[src/rtl/dopq_pkg.sv]
`timescale 1ns / 1ps
// shared types and constants for the dual order process queue
// no dependencies

package dopq_pkg;

    localparam int CAPACITY    = 16;
    localparam int MAX_RESULTS = 16;
    localparam int LIST_MAX    = (MAX_RESULTS < CAPACITY) ? MAX_RESULTS : CAPACITY;
    localparam int IDXW        = $clog2(CAPACITY);
    localparam int CNTW        = $clog2(CAPACITY + 1);
    localparam int TIMEW       = 17;

    typedef enum logic [3:0] {
        F_ADD    = 4'd0,
        F_POP_P  = 4'd1,
        F_POP_T  = 4'd2,
        F_PEEK_P = 4'd3,
        F_PEEK_T = 4'd4,
        F_CHG_P  = 4'd5,
        F_CHG_T  = 4'd6,
        F_LIST_P = 4'd7,
        F_LIST_T = 4'd8
    } t_func;

    typedef enum logic [1:0] {
        ST_OK        = 2'd0,
        ST_EMPTY     = 2'd1,
        ST_FULL      = 2'd2,
        ST_NOT_FOUND = 2'd3
    } t_status;

    typedef enum logic [3:0] {
        S_IDLE,
        S_ADD_WR,
        S_WALK_RD,
        S_WALK_CMP,
        S_WALK_END,
        S_EMIT_RD,
        S_EMIT_OUT,
        S_LIST_RD,
        S_LIST_OUT
    } t_state;

    typedef enum logic [1:0] {
        PH_ADD_P,
        PH_ADD_T,
        PH_FIND,
        PH_REINS
    } t_phase;

    typedef struct packed {
        logic [3:0]  func;
        logic [7:0]  priority_req;
        logic [4:0]  hour;
        logic [5:0]  minute;
        logic [5:0]  second;
        logic [15:0] tag;
        logic [7:0]  new_priority;
        logic [4:0]  new_hour;
        logic [5:0]  new_minute;
        logic [5:0]  new_second;
    } t_in;

    typedef struct packed {
        logic [1:0]  status;
        logic [7:0]  out_priority;
        logic [4:0]  out_hour;
        logic [5:0]  out_minute;
        logic [5:0]  out_second;
        logic [15:0] out_tag;
        logic        entry_valid;
        logic        last;
    } t_out;

    typedef struct packed {
        logic [7:0]       prio;
        logic [TIMEW-1:0] tm;
        logic [15:0]      tag;
    } t_slot;

    typedef struct packed {
        logic            ins;
        logic            rem;
        logic [CNTW-1:0] pos;
        logic [IDXW-1:0] val;
    } t_list_ctl;

endpackage

[src/rtl/dopq_slot_ram.sv]
`timescale 1ns / 1ps
// slot data memory: priority, arrival time and tag per slot
// one write port, one read port with registered read data; uses dopq_pkg

module dopq_slot_ram (
    input  logic                      i_clk,
    input  logic                      i_we,
    input  logic [dopq_pkg::IDXW-1:0] i_waddr,
    input  dopq_pkg::t_slot           i_wdata,
    input  logic [dopq_pkg::IDXW-1:0] i_raddr,
    output dopq_pkg::t_slot           o_rdata
);

    dopq_pkg::t_slot mem [dopq_pkg::CAPACITY];
    dopq_pkg::t_slot r_rdata;

    always_ff @(posedge i_clk) begin
        if (i_we) begin
            mem[i_waddr] <= i_wdata;
        end
    end

    always_ff @(posedge i_clk) begin
        r_rdata <= mem[i_raddr];
    end

    assign o_rdata = r_rdata;

endmodule

[src/rtl/dopq_rank_list.sv]
`timescale 1ns / 1ps
// one order: slot numbers by position, with insert, remove and slot lookup
// uses dopq_pkg

module dopq_rank_list (
    input  logic                      i_clk,
    input  dopq_pkg::t_list_ctl       i_ctl,
    input  logic [dopq_pkg::IDXW-1:0] i_rd_idx,
    input  logic [dopq_pkg::IDXW-1:0] i_find_slot,
    output logic [dopq_pkg::IDXW-1:0] o_rd_slot,
    output logic [dopq_pkg::IDXW-1:0] o_head,
    output logic [dopq_pkg::CNTW-1:0] o_find_pos
);

    logic [dopq_pkg::IDXW-1:0] r_list [dopq_pkg::CAPACITY];
    logic [dopq_pkg::IDXW-1:0] n_list [dopq_pkg::CAPACITY];
    logic                      found;

    always_comb begin
        for (int i = 0; i < dopq_pkg::CAPACITY; i++) begin
            n_list[i] = r_list[i];
        end
        if (i_ctl.ins) begin
            if (i_ctl.pos == '0) begin
                n_list[0] = i_ctl.val;
            end
            for (int i = 1; i < dopq_pkg::CAPACITY; i++) begin
                if (dopq_pkg::CNTW'(i) == i_ctl.pos) begin
                    n_list[i] = i_ctl.val;
                end else if (dopq_pkg::CNTW'(i) > i_ctl.pos) begin
                    n_list[i] = r_list[i-1];
                end
            end
        end else if (i_ctl.rem) begin
            for (int i = 0; i < dopq_pkg::CAPACITY - 1; i++) begin
                if (dopq_pkg::CNTW'(i) >= i_ctl.pos) begin
                    n_list[i] = r_list[i+1];
                end
            end
        end
    end

    always_ff @(posedge i_clk) begin
        for (int i = 0; i < dopq_pkg::CAPACITY; i++) begin
            r_list[i] <= n_list[i];
        end
    end

    // first position holding the slot; live positions come first
    always_comb begin
        o_find_pos = '0;
        found      = 1'b0;
        for (int i = 0; i < dopq_pkg::CAPACITY; i++) begin
            if (!found && r_list[i] == i_find_slot) begin
                o_find_pos = dopq_pkg::CNTW'(i);
                found      = 1'b1;
            end
        end
    end

    assign o_rd_slot = r_list[i_rd_idx];
    assign o_head    = r_list[0];

endmodule

[src/rtl/dual_order_process_queue.sv]
`timescale 1ns / 1ps
// top level: command sequencer over the slot memory and the two rank lists
// uses dopq_pkg, dopq_slot_ram, dopq_rank_list

// Takes one command when start is high and busy is low, and holds busy until
// its last result beat has gone out. Every result beat is shown on o_res for
// exactly one cycle with o_strobe high; the receiver cannot stall it, so it
// must take each beat as it comes. Entries live in a one-port-read slot
// memory, and every walk over an order reads, then compares, each entry
// examined. Full and empty replies need no walk and come out in the cycle
// after start; not-found replies come out once the walk is done. Unused
// codes give no beat.
module dual_order_process_queue (
    input  logic           i_clk,
    input  logic           i_rst_n,
    input  logic           start,
    output logic           busy,
    input  dopq_pkg::t_in  i_cmd,
    output dopq_pkg::t_out o_res,
    output logic           o_strobe
);

    localparam int CAP  = dopq_pkg::CAPACITY;
    localparam int IDXW = dopq_pkg::IDXW;
    localparam int CNTW = dopq_pkg::CNTW;

    dopq_pkg::t_state r_state, n_state;
    dopq_pkg::t_in    r_cmd, n_cmd;
    dopq_pkg::t_phase r_phase, n_phase;
    logic             r_ord, n_ord;
    logic [CNTW-1:0]  r_idx, n_idx;
    logic [CNTW-1:0]  r_lim, n_lim;
    logic             r_hit, n_hit;
    dopq_pkg::t_slot  r_ent, n_ent;
    logic [IDXW-1:0]  r_slot, n_slot;
    logic [CAP-1:0]   r_used, n_used;
    logic [CNTW-1:0]  r_count, n_count;
    dopq_pkg::t_out   r_res, n_res;
    logic             r_strobe, n_strobe;

    logic             ram_we;
    logic [IDXW-1:0]  ram_waddr, ram_raddr;
    dopq_pkg::t_slot  ram_wdata, ram_rdata;

    dopq_pkg::t_list_ctl ctl_p, ctl_t;
    logic [IDXW-1:0]  p_rd, t_rd, p_head, t_head, cur_rd;
    logic [CNTW-1:0]  p_find, t_find;

    logic [IDXW-1:0]  free_slot;
    logic             free_hit;
    logic             is_full, is_empty, stop;
    dopq_pkg::t_func  in_func, cur_func;
    logic [7:0]       key_p;
    logic [dopq_pkg::TIMEW-1:0] key_t;
    logic [CNTW-1:0]  list_lim;

    dopq_slot_ram u_ram (
        .i_clk   (i_clk),
        .i_we    (ram_we),
        .i_waddr (ram_waddr),
        .i_wdata (ram_wdata),
        .i_raddr (ram_raddr),
        .o_rdata (ram_rdata)
    );

    dopq_rank_list u_prio (
        .i_clk       (i_clk),
        .i_ctl       (ctl_p),
        .i_rd_idx    (r_idx[IDXW-1:0]),
        .i_find_slot (r_slot),
        .o_rd_slot   (p_rd),
        .o_head      (p_head),
        .o_find_pos  (p_find)
    );

    dopq_rank_list u_time (
        .i_clk       (i_clk),
        .i_ctl       (ctl_t),
        .i_rd_idx    (r_idx[IDXW-1:0]),
        .i_find_slot (r_slot),
        .o_rd_slot   (t_rd),
        .o_head      (t_head),
        .o_find_pos  (t_find)
    );

    function automatic dopq_pkg::t_out make_res(dopq_pkg::t_status st,
                                               dopq_pkg::t_slot e,
                                               logic v, logic lst);
        dopq_pkg::t_out r;
        r = '0;
        r.status = st;
        if (v) begin
            r.out_priority = e.prio;
            r.out_hour     = e.tm[16:12];
            r.out_minute   = e.tm[11:6];
            r.out_second   = e.tm[5:0];
            r.out_tag      = e.tag;
            r.entry_valid  = 1'b1;
        end
        r.last = lst;
        return r;
    endfunction

    always_comb begin
        free_slot = '0;
        free_hit  = 1'b0;
        for (int i = 0; i < CAP; i++) begin
            if (!free_hit && !r_used[i]) begin
                free_slot = IDXW'(i);
                free_hit  = 1'b1;
            end
        end
    end

    assign in_func  = dopq_pkg::t_func'(i_cmd.func);
    assign cur_func = dopq_pkg::t_func'(r_cmd.func);
    assign is_full  = (r_count == CNTW'(CAP)) || !free_hit;
    assign is_empty = (r_count == '0);
    assign cur_rd   = r_ord ? t_rd : p_rd;
    assign list_lim = (r_count > CNTW'(dopq_pkg::LIST_MAX)) ?
                      CNTW'(dopq_pkg::LIST_MAX) : r_count;
    assign key_p    = (r_phase == dopq_pkg::PH_REINS) ? r_cmd.new_priority
                                                      : r_cmd.priority_req;
    assign key_t    = (r_phase == dopq_pkg::PH_REINS) ?
                      {r_cmd.new_hour, r_cmd.new_minute, r_cmd.new_second} :
                      {r_cmd.hour, r_cmd.minute, r_cmd.second};

    // priority order is descending with new ahead of equals; time ascending likewise
    always_comb begin
        if (!r_ord) begin
            stop = (r_phase == dopq_pkg::PH_FIND) ? (ram_rdata.prio == key_p)
                                                  : (ram_rdata.prio <= key_p);
        end else begin
            stop = (r_phase == dopq_pkg::PH_FIND) ? (ram_rdata.tm == key_t)
                                                  : (ram_rdata.tm >= key_t);
        end
    end

    // next state
    always_comb begin
        n_state = r_state;
        unique case (r_state)
            dopq_pkg::S_IDLE: begin
                if (start) begin
                    unique case (in_func)
                        dopq_pkg::F_ADD:
                            n_state = is_full ? dopq_pkg::S_IDLE : dopq_pkg::S_ADD_WR;
                        dopq_pkg::F_POP_P, dopq_pkg::F_POP_T,
                        dopq_pkg::F_PEEK_P, dopq_pkg::F_PEEK_T:
                            n_state = is_empty ? dopq_pkg::S_IDLE : dopq_pkg::S_EMIT_RD;
                        dopq_pkg::F_CHG_P, dopq_pkg::F_CHG_T:
                            n_state = dopq_pkg::S_WALK_RD;
                        dopq_pkg::F_LIST_P, dopq_pkg::F_LIST_T:
                            n_state = is_empty ? dopq_pkg::S_IDLE : dopq_pkg::S_LIST_RD;
                        default:
                            n_state = dopq_pkg::S_IDLE;
                    endcase
                end
            end
            dopq_pkg::S_ADD_WR:   n_state = dopq_pkg::S_WALK_RD;
            dopq_pkg::S_WALK_RD:
                n_state = (r_idx >= r_lim) ? dopq_pkg::S_WALK_END : dopq_pkg::S_WALK_CMP;
            dopq_pkg::S_WALK_CMP:
                n_state = stop ? dopq_pkg::S_WALK_END : dopq_pkg::S_WALK_RD;
            dopq_pkg::S_WALK_END: begin
                unique case (r_phase)
                    dopq_pkg::PH_ADD_P: n_state = dopq_pkg::S_WALK_RD;
                    dopq_pkg::PH_ADD_T: n_state = dopq_pkg::S_EMIT_RD;
                    dopq_pkg::PH_FIND:
                        n_state = r_hit ? dopq_pkg::S_WALK_RD : dopq_pkg::S_IDLE;
                    dopq_pkg::PH_REINS: n_state = dopq_pkg::S_EMIT_RD;
                    default:            n_state = dopq_pkg::S_IDLE;
                endcase
            end
            dopq_pkg::S_EMIT_RD:  n_state = dopq_pkg::S_EMIT_OUT;
            dopq_pkg::S_EMIT_OUT: n_state = dopq_pkg::S_IDLE;
            dopq_pkg::S_LIST_RD:  n_state = dopq_pkg::S_LIST_OUT;
            dopq_pkg::S_LIST_OUT:
                n_state = (r_idx + CNTW'(1) == r_lim) ? dopq_pkg::S_IDLE
                                                      : dopq_pkg::S_LIST_RD;
            default:              n_state = dopq_pkg::S_IDLE;
        endcase
    end

    // datapath and outputs
    always_comb begin
        n_cmd     = r_cmd;
        n_phase   = r_phase;
        n_ord     = r_ord;
        n_idx     = r_idx;
        n_lim     = r_lim;
        n_hit     = r_hit;
        n_ent     = r_ent;
        n_slot    = r_slot;
        n_used    = r_used;
        n_count   = r_count;
        n_res     = '0;
        n_strobe  = 1'b0;
        ram_we    = 1'b0;
        ram_waddr = r_slot;
        ram_wdata = r_ent;
        ram_raddr = r_slot;
        ctl_p     = '0;
        ctl_t     = '0;
        unique case (r_state)
            dopq_pkg::S_IDLE: begin
                if (start) begin
                    n_cmd = i_cmd;
                    n_idx = '0;
                    unique case (in_func)
                        dopq_pkg::F_ADD: begin
                            if (is_full) begin
                                n_res    = make_res(dopq_pkg::ST_FULL, r_ent, 1'b0, 1'b1);
                                n_strobe = 1'b1;
                            end else begin
                                n_slot = free_slot;
                            end
                        end
                        dopq_pkg::F_POP_P, dopq_pkg::F_POP_T,
                        dopq_pkg::F_PEEK_P, dopq_pkg::F_PEEK_T: begin
                            if (is_empty) begin
                                n_res    = make_res(dopq_pkg::ST_EMPTY, r_ent, 1'b0, 1'b1);
                                n_strobe = 1'b1;
                            end else begin
                                n_slot = (in_func == dopq_pkg::F_POP_P ||
                                          in_func == dopq_pkg::F_PEEK_P) ? p_head : t_head;
                            end
                        end
                        dopq_pkg::F_CHG_P, dopq_pkg::F_CHG_T: begin
                            n_lim   = r_count;
                            n_ord   = (in_func == dopq_pkg::F_CHG_T);
                            n_phase = dopq_pkg::PH_FIND;
                        end
                        dopq_pkg::F_LIST_P, dopq_pkg::F_LIST_T: begin
                            if (is_empty) begin
                                n_res    = make_res(dopq_pkg::ST_EMPTY, r_ent, 1'b0, 1'b1);
                                n_strobe = 1'b1;
                            end else begin
                                n_lim = list_lim;
                                n_ord = (in_func == dopq_pkg::F_LIST_T);
                            end
                        end
                        default: begin
                        end
                    endcase
                end
            end
            dopq_pkg::S_ADD_WR: begin
                ram_we         = 1'b1;
                ram_wdata.prio = r_cmd.priority_req;
                ram_wdata.tm   = {r_cmd.hour, r_cmd.minute, r_cmd.second};
                ram_wdata.tag  = r_cmd.tag;
                n_used[r_slot] = 1'b1;
                n_idx          = '0;
                n_lim          = r_count;
                n_ord          = 1'b0;
                n_phase        = dopq_pkg::PH_ADD_P;
            end
            dopq_pkg::S_WALK_RD: begin
                ram_raddr = cur_rd;
                if (r_idx >= r_lim) begin
                    n_hit = 1'b0;
                end
            end
            dopq_pkg::S_WALK_CMP: begin
                if (stop) begin
                    n_hit = 1'b1;
                    n_ent = ram_rdata;
                end else begin
                    n_idx = r_idx + CNTW'(1);
                end
            end
            dopq_pkg::S_WALK_END: begin
                unique case (r_phase)
                    dopq_pkg::PH_ADD_P: begin
                        ctl_p   = '{ins: 1'b1, rem: 1'b0, pos: r_idx, val: r_slot};
                        n_idx   = '0;
                        n_lim   = r_count;
                        n_ord   = 1'b1;
                        n_phase = dopq_pkg::PH_ADD_T;
                    end
                    dopq_pkg::PH_ADD_T: begin
                        ctl_t   = '{ins: 1'b1, rem: 1'b0, pos: r_idx, val: r_slot};
                        n_count = r_count + CNTW'(1);
                    end
                    dopq_pkg::PH_FIND: begin
                        if (!r_hit) begin
                            n_res    = make_res(dopq_pkg::ST_NOT_FOUND, r_ent, 1'b0, 1'b1);
                            n_strobe = 1'b1;
                        end else begin
                            // take the matched slot out of its order and rewrite its key
                            if (r_ord) begin
                                ctl_t = '{ins: 1'b0, rem: 1'b1, pos: r_idx, val: cur_rd};
                            end else begin
                                ctl_p = '{ins: 1'b0, rem: 1'b1, pos: r_idx, val: cur_rd};
                            end
                            n_slot    = cur_rd;
                            ram_we    = 1'b1;
                            ram_waddr = cur_rd;
                            if (r_ord) begin
                                ram_wdata.tm = {r_cmd.new_hour, r_cmd.new_minute,
                                                r_cmd.new_second};
                            end else begin
                                ram_wdata.prio = r_cmd.new_priority;
                            end
                            n_idx   = '0;
                            n_lim   = r_count - CNTW'(1);
                            n_phase = dopq_pkg::PH_REINS;
                        end
                    end
                    dopq_pkg::PH_REINS: begin
                        if (r_ord) begin
                            ctl_t = '{ins: 1'b1, rem: 1'b0, pos: r_idx, val: r_slot};
                        end else begin
                            ctl_p = '{ins: 1'b1, rem: 1'b0, pos: r_idx, val: r_slot};
                        end
                    end
                    default: begin
                    end
                endcase
            end
            dopq_pkg::S_EMIT_RD: begin
                ram_raddr = r_slot;
            end
            dopq_pkg::S_EMIT_OUT: begin
                n_res    = make_res(dopq_pkg::ST_OK, ram_rdata, 1'b1, 1'b1);
                n_strobe = 1'b1;
                if (cur_func == dopq_pkg::F_POP_P || cur_func == dopq_pkg::F_POP_T) begin
                    ctl_p          = '{ins: 1'b0, rem: 1'b1, pos: p_find, val: r_slot};
                    ctl_t          = '{ins: 1'b0, rem: 1'b1, pos: t_find, val: r_slot};
                    n_used[r_slot] = 1'b0;
                    n_count        = r_count - CNTW'(1);
                end
            end
            dopq_pkg::S_LIST_RD: begin
                ram_raddr = cur_rd;
            end
            dopq_pkg::S_LIST_OUT: begin
                n_res    = make_res(dopq_pkg::ST_OK, ram_rdata, 1'b1,
                                    r_idx + CNTW'(1) == r_lim);
                n_strobe = 1'b1;
                n_idx    = r_idx + CNTW'(1);
            end
            default: begin
            end
        endcase
    end

    always_ff @(posedge i_clk) begin
        if (!i_rst_n) begin
            r_state  <= dopq_pkg::S_IDLE;
            r_used   <= '0;
            r_count  <= '0;
            r_strobe <= 1'b0;
            r_phase  <= dopq_pkg::PH_ADD_P;
            r_ord    <= 1'b0;
            r_idx    <= '0;
            r_lim    <= '0;
            r_hit    <= 1'b0;
        end else begin
            r_state  <= n_state;
            r_used   <= n_used;
            r_count  <= n_count;
            r_strobe <= n_strobe;
            r_phase  <= n_phase;
            r_ord    <= n_ord;
            r_idx    <= n_idx;
            r_lim    <= n_lim;
            r_hit    <= n_hit;
        end
    end

    always_ff @(posedge i_clk) begin
        r_cmd  <= n_cmd;
        r_ent  <= n_ent;
        r_slot <= n_slot;
        r_res  <= n_res;
    end

    assign busy     = (r_state != dopq_pkg::S_IDLE);
    assign o_res    = r_res;
    assign o_strobe = r_strobe;

endmodule

[config.mk]
export PLATFORM = sky130hd
export DESIGN_NAME = dual_order_process_queue
export DESIGN_NICKNAME = d
export VERILOG_FILES = /design/src/rtl/dopq_pkg.sv /design/src/rtl/dopq_slot_ram.sv /design/src/rtl/dopq_rank_list.sv /design/src/rtl/dual_order_process_queue.sv
export SDC_FILE = /design/constraint.sdc
export NUM_CORES = 2
export LEC_CHECK = 0
export BUFFER_PORTS_ARGS = -buffer_cell sky130_fd_sc_hd__buf_4
export CAP_MARGIN = 5
export CORE_MARGIN = 4
export CORE_UTILIZATION = 26
export CTS_CLUSTER_SIZE = 14
export DETAILED_ROUTE_END_ITERATION = 8
export HOLD_SLACK_MARGIN = 0.02
export PLACE_DENSITY = 0.36
export SLEW_MARGIN = 5
export SYNTH_ARGS = -nofsm -noshare
export SYNTH_HDL_FRONTEND = slang
export SYNTH_HIERARCHICAL = 1
export SYNTH_SLANG_ARGS = --single-unit
[constraint.sdc]
create_clock -name i_clk -period 8.8 [get_ports i_clk]
set_input_delay 0.88 -clock i_clk [delete_from_list [all_inputs] [get_ports i_clk]]
set_output_delay 0.88 -clock i_clk [all_outputs]
set_load 0.01 [all_outputs]
# ---- Word-level counts from Yosys, hierarchy flattened
# Memory sizes are Yosys's and may differ from the RTL's. A register that Yosys moved wholly into a read port is not among the register bits.
# Cells that the tools add are included.
dict set report totals {
  romBits 0
  reg_bits 200
  memories 3
  mem_bits_rw 784
  word_cells 636
  in_bits 73
  latchBits 0
}
# memory depth word_bits read_ports rd_ports_with_merged_regs write_ports line_no
set memory_table {}
lappend memory_table {u_ram.mem 16 41 1 1 1 dopq_slot_ram.sv:14} ;# dopq_pkg::t_slot mem [dopq_pkg::CAPACITY];
lappend memory_table {u_prio.r_list 16 4 17 1 16 dopq_rank_list.sv:15} ;# logic [dopq_pkg::IDXW-1:0] r_list [dopq_pkg::CAPACITY];
lappend memory_table {u_time.r_list 16 4 17 1 16 dopq_rank_list.sv:15}
dict set report classes {
  mul 0
  addsub 3
  n_eq_ne 102
  reduce_logical 139
  div 0
  bitwise_logic 3
  n_lt_le_gt_ge 66
  shift 0
  n_mux 289
}
# operator count
set op_table {}
lappend op_table {{2-to-1 mux 4 bit} 138}
lappend op_table {{2-to-1 mux 60 bit} 4}
lappend op_table {{2-to-1 mux 45 bit} 4}
lappend op_table {{case mux 45 bit (4 select lines)} 1}
lappend op_table {{== test 4 bit} 32}
lappend op_table {{case mux 45 bit (2 select lines)} 1}
lappend op_table {{== test 4 x 5 -> 1 bit, first input constant} 16}
lappend op_table {{greater-than comparator 4 x 5 -> 1 bit, first input constant} 16}
lappend op_table {{greater-or-equal comparator 4 x 5 -> 1 bit, first input constant} 14}
lappend op_table {{2-to-1 mux 1 bit} 68}
lappend op_table {{case mux 11 bit (3 select lines)} 2}
lappend op_table {{logical NOT 1 bit} 60}
lappend op_table {{2-to-1 mux 10 bit} 6}
lappend op_table {{2-to-1 mux 25 bit} 2}
lappend op_table {{case mux 25 bit (2 select lines)} 1}
lappend op_table {{logical AND 1 bit} 46}
lappend op_table {{2-to-1 mux 5 bit} 9}
lappend op_table {{2-to-1 mux 44 bit} 1}
lappend op_table {{case mux 11 bit (2 select lines)} 2}
lappend op_table {{== test 3 x 5 -> 1 bit, first input constant} 8}
lappend op_table {{greater-or-equal comparator 3 x 5 -> 1 bit, first input constant} 8}
lappend op_table {{greater-than comparator 3 x 5 -> 1 bit, first input constant} 8}
lappend op_table {{case mux 5 bit (2 select lines)} 4}
lappend op_table {{2-to-1 mux 3 bit} 13}
lappend op_table {{64 further kinds} 138}

# ---- Logic depth before layout (Yosys ltp)
# An unclocked memory read counts as a cell.
dict set report logic_depth {
  depth_word 54
  depth_mapped 15
  ltp_nobuf 12
}

# ---- Cells and area by module
# The synthesis kept the hierarchy.
# mod seq_area_each_um2 area_per_inst_um2 instances cells_per_inst
set by_module_without_submodules {}
lappend by_module_without_submodules {dopq_slot_ram 20519.7 25369.3 1 1066}
lappend by_module_without_submodules {dual_order_process_queue 5154.9 9366.5 1 901}
lappend by_module_without_submodules {{dopq_rank_list (u_time)} 1921.8 4933.5 1 455}
lappend by_module_without_submodules {{dopq_rank_list (u_prio)} 1921.8 4859.7 1 461}

# ---- Worst setup path before layout
# Ideal clock, no wire load.
dict set report synth_timing {
  path_type {reg2reg}
  startpoint {reg r_idx[1] (netlist name)}
  endpoint {mem u_ram/mem[0][0] (netlist name), enable pin}
  setup_slack_ns 2.580
  t_required_ns 8.310
  t_arrival_ns 5.729
  n_path_buf 2
  path_stages_with_launch 12
  path_cell_list {dfxtp_1 clkbuf_2 buf_1 mux4_2 mux4_2 nand2_1 a21boi_0 nand2_1 o21ai_0 o21ai_0 or3b_2 nor3_1}
}
# item line_no
set synth_lines {}
lappend synth_lines {{end, declared} dopq_slot_ram.sv:14}

==> reports/metrics.csv <==
stage;metric;value;unit
placed_design;HPWL Detailed;82.08;mm
routing;drt drc;0;
cts;CTS H-tree lvls;3;
synth;Post-Syn Area;0.04453;mm^2
worst_setup_path;crit start category;flop;
routing;Via Count;25740;
routing;final wirelength;134.2;mm
die;DIE WIDTH;421.8;um
synth;count of cell types in the netlist;88;
power_and_ir_drop;Switch Pwr;2308;uW
synth;Synth Area in Simple Gates;7.109;%
cts;CTS Sinks;1025;
placed_design;pre-CTS WS;2.913;ns
power_and_ir_drop;Sw Share;21.83;%
layout;share of cells above drive strength 1;20.90;%
worst_setup_path;CP max stage cell;dfxtp_2;
cts;Clock transition at path regs;0.06;ns
timing;min Tclk post-route;5.782;ns
power_and_ir_drop;part of the power in registers;50.6;%
synth;Mapped Cells;2883;
die;row count;151;
timing;maximum clock rate;172.9;MHz
cts;root buffer cell;clkbuf_16;
synth;Synth Register Bits;1025;
cts;Post-CTS Setup Inserts;0;
synth;sequential element share of the synthesized area;66.29;%
die;# IOs;120;
grt;first-pass GRT wire length;194.6;mm
worst_setup_path;Worst path max stage delay;0.75;ns
cts;CTS buffer count;117;
power_and_ir_drop;Pleak;0.01730;uW
synth;Post-Synth XOR/XNOR Area;2.869;%
timing;final hold viol count;0;
synth;Synthesis Warnings;6;
hold_path;HP Class;in2reg;
die;Die Height;421.8;um
grt;vias in the first global route;27090;
synth;Post-synth EDFFs;899;
worst_setup_path;worst-path cell chain;buf_4, mux4_2, mux4_2, a21boi_0, nand2_1, o21ai_0, o21ai_0, nand2b_1, nor2_4, buf_4;
timing;Tcrit/Tclk final;65.71;%
cts;hold buffers post-CTS;0;
timing;worst slew pin tran;1.285;ns
status;status;complete, no violations;
routing;WL met3;5.815;mm
timing;Layout Skew;0.05256;ns
worst_setup_path;Worst Path Max Fanout;23;
die;starting density of the core;26.22;%
timing;TNS Setup;0;ns
timing;Hold WS;0.3055;ns
grt;grt ovf;0;
timing;Slew HR;13.89;%
power_and_ir_drop;pwr dens;203.9;mW/mm^2
routing;First-pass DRT Iterations;7;
timing;RSZ-0062 raised after global routing;no;
die;Core Area;0.1698;mm^2
synth;Avg Synthesized Cell Area;15.45;um^2
power_and_ir_drop;Max rail drop VDD;0.0001456;V
routing;drt initial violations;2012;
layout;synth-to-layout area growth;16.38;%
placed_design;final RePlAce weighted congestion;0.7868;
cts;CTS tree;yes;
power_and_ir_drop;clock power share;45.8;%
cts;Clock Latency Late Sink;0.75;ns
die;die area;0.1779;mm^2
worst_setup_path;WP data arrival;6.16;ns
timing;Max Slew Vio Count;0;
run;Max Cap Violations;0;
synth;top_reg_cell synth;edfxtp_1;
power_and_ir_drop;Gate power share;3.6;%
grt;Total GRT Usage;14.80;%
synth;largest family of logic cells by synthesized area;multiplexers;
cts;Clock Path Buffers;3;
synth;mux share of post-synthesis cell area;13.90;%
timing;final setup vio count;0;
routing;Metal-1 WL;58.18;mm
grt;largest net degree at the start of global routing;152;
synth;Compound-Gate Fraction of Synth Area;6.569;%
layout;Layout Nets;3104;
synth;Syn Nets;2989;
routing;Routed wire per std cell;25.23;um
worst_setup_path;Crit Path Class;reg2reg;
synth;Area contributors post-synth;edfxtp_1 (61%), mux4_2 (10%), dfxtp_1 (5.7%), mux2i_1 (3.1%), nand2_1 (1.8%);
timing;final setup margin;3.018;ns
routing;antenna-violating nets left;0;
synth;synthesized-area fraction occupied by adder cells;0.9273;%
routing;metal2 WL;66.07;mm
synth;Synth area leader;edfxtp_1;
routing;vias per cell;4.837;
cts;post-CTS sizing;0;
routing;top sig layer;met4;
synth;Post-synth ARST share;0;%
worst_setup_path;Critical Path End Type;flop;
grt;initial antenna violation count;5;
placed_design;number of port buffers;119;
power_and_ir_drop;P_int;8262;uW
synth;Synth top area share;60.63;%
worst_setup_path;CP required;9.17;ns
## layer usage
metal	up-vias	GRT usage, %
met3	201	2.518
met4	0	4.500
met1	13470	19.28
li1	11470	-
met5	-	0
met2	596	25.19
## path summary, 6_finish.rpt
path / slack [ns] / start / depth (start not counted) / to
min: 0.31 / i_cmd[28] / 1 / r_cmd[28]
max reg2reg: 3.02 / r_idx[0] / 10 / u_ram/mem[14][35]
max: 3.02 / r_idx[0] / 10 / u_ram/mem[14][35]
min reg2reg: 0.43 / u_ram/o_rdata[0] / 0 / r_ent[0]
## cells by family after synthesis
group,after synthesis
DFF,1025
and+or+nand+nor,654
AOI/OAI and AO/OA,449
muxes,361
buffers and inverters,214
xor gates and xnor gates,145
adders and majority gates,33
other,2
## placed cells by master (no fill, tap or decap), drive strengths merged, types with 25 or more instances in the layout
cell type,count
a211oi,32
a21oi,152
a22oi,105
and2,44
buf,171
clkbuf,151
clkinv,59
dfxtp,126
edfxtp,899
ha,33
inv,40
mux2i,139
mux4,204
nand2,217
nand4,25
nor2,218
nor2b,29
nor3,29
o21ai,62
xnor2,76
xor2,69
## through the flow
stage / cells / area [um^2] / util [%] / power [uW]
global route: 5319 / 51820 / 30.51 / 11000
CTS: 5319 / 51820 / 30.51 / 10760
detailed placement: 5097 / 47950 / 28.23 / 5839
finish: 5321 / 51820 / 30.51 / 10570
global placement: 5097 / 47950 / 28.23 / 5839
floorplan: 2883 / 44530 / - / 5666
## critical path: cells and delay by family, from the launching register on
family | cells | cell delay, ns
and+or+nand+nor | 3 | 1.30
muxes | 2 | 1.15
AOI/OAI and AO/OA | 3 | 1.09
buffers and inverters | 2 | 1.04
DFF | 1 | 0.75
## synth_stat cells (17+ instances only)
| cell | instances |
|---|---|
| nor2b_1 | 29 |
| a21oi_1 | 151 |
| mux2_2 | 18 |
| clkbuf_1 | 98 |
| dfxtp_1 | 126 |
| buf_4 | 19 |
| edfxtp_1 | 899 |
| inv_1 | 37 |
| nand4_1 | 25 |
| a211oi_1 | 32 |
| nor2_1 | 214 |
| buf_2 | 24 |
| xor2_1 | 68 |
| nor3_1 | 23 |
| o21ai_0 | 57 |
| and2_1 | 44 |
| mux2i_1 | 139 |
| mux4_2 | 204 |
| a22oi_1 | 105 |
| nand2_1 | 216 |
| buf_1 | 17 |
| xnor2_1 | 76 |
| ha_1 | 33 |
## sequential cells by signal, summed over array words and instances, names as in the netlist, 2 cells and up, named ones only
name	flops
r_lim	5
u_ram/mem	656
r_slot	4
u_ram/o_rdata	41
r_phase	2
r_state	4
r_cmd	66
cur_func	4
r_ent	41
r_idx	5
u_prio/r_list	64
o_res	45
u_time/r_list	64
r_count	5
## area by class of cell
| class | count | area, um^2 |
|---|---|---|
| Antenna cell | 2 | 5.005 |
| Clock buffer | 151 | 3126 |
| Clock inverter | 71 | 742.0 |
| Fill cell | 16730 | 118000 |
| Inverter | 39 | 146.4 |
| Multi-Input combinational cell | 1644 | 14200 |
| Sequential cell | 1025 | 29520 |
| Tap cell | 2218 | 2775 |
| Timing Repair Buffer | 171 | 1309 |
## power groups by stage
stage / logic [uW] / registers [uW] / clock network (uW)
2_1_floorplan: 249 / 5420 / 0
3_3_place_gp: 384 / 5460 / 0
3_5_place_dp: 386 / 5450 / 0
4_1_cts: 387 / 5350 / 5030
5_1_grt: 414 / 5350 / 5240
6_report: 376 / 5350 / 4840
No activity file was read; power rests on OpenSTA's default activity.
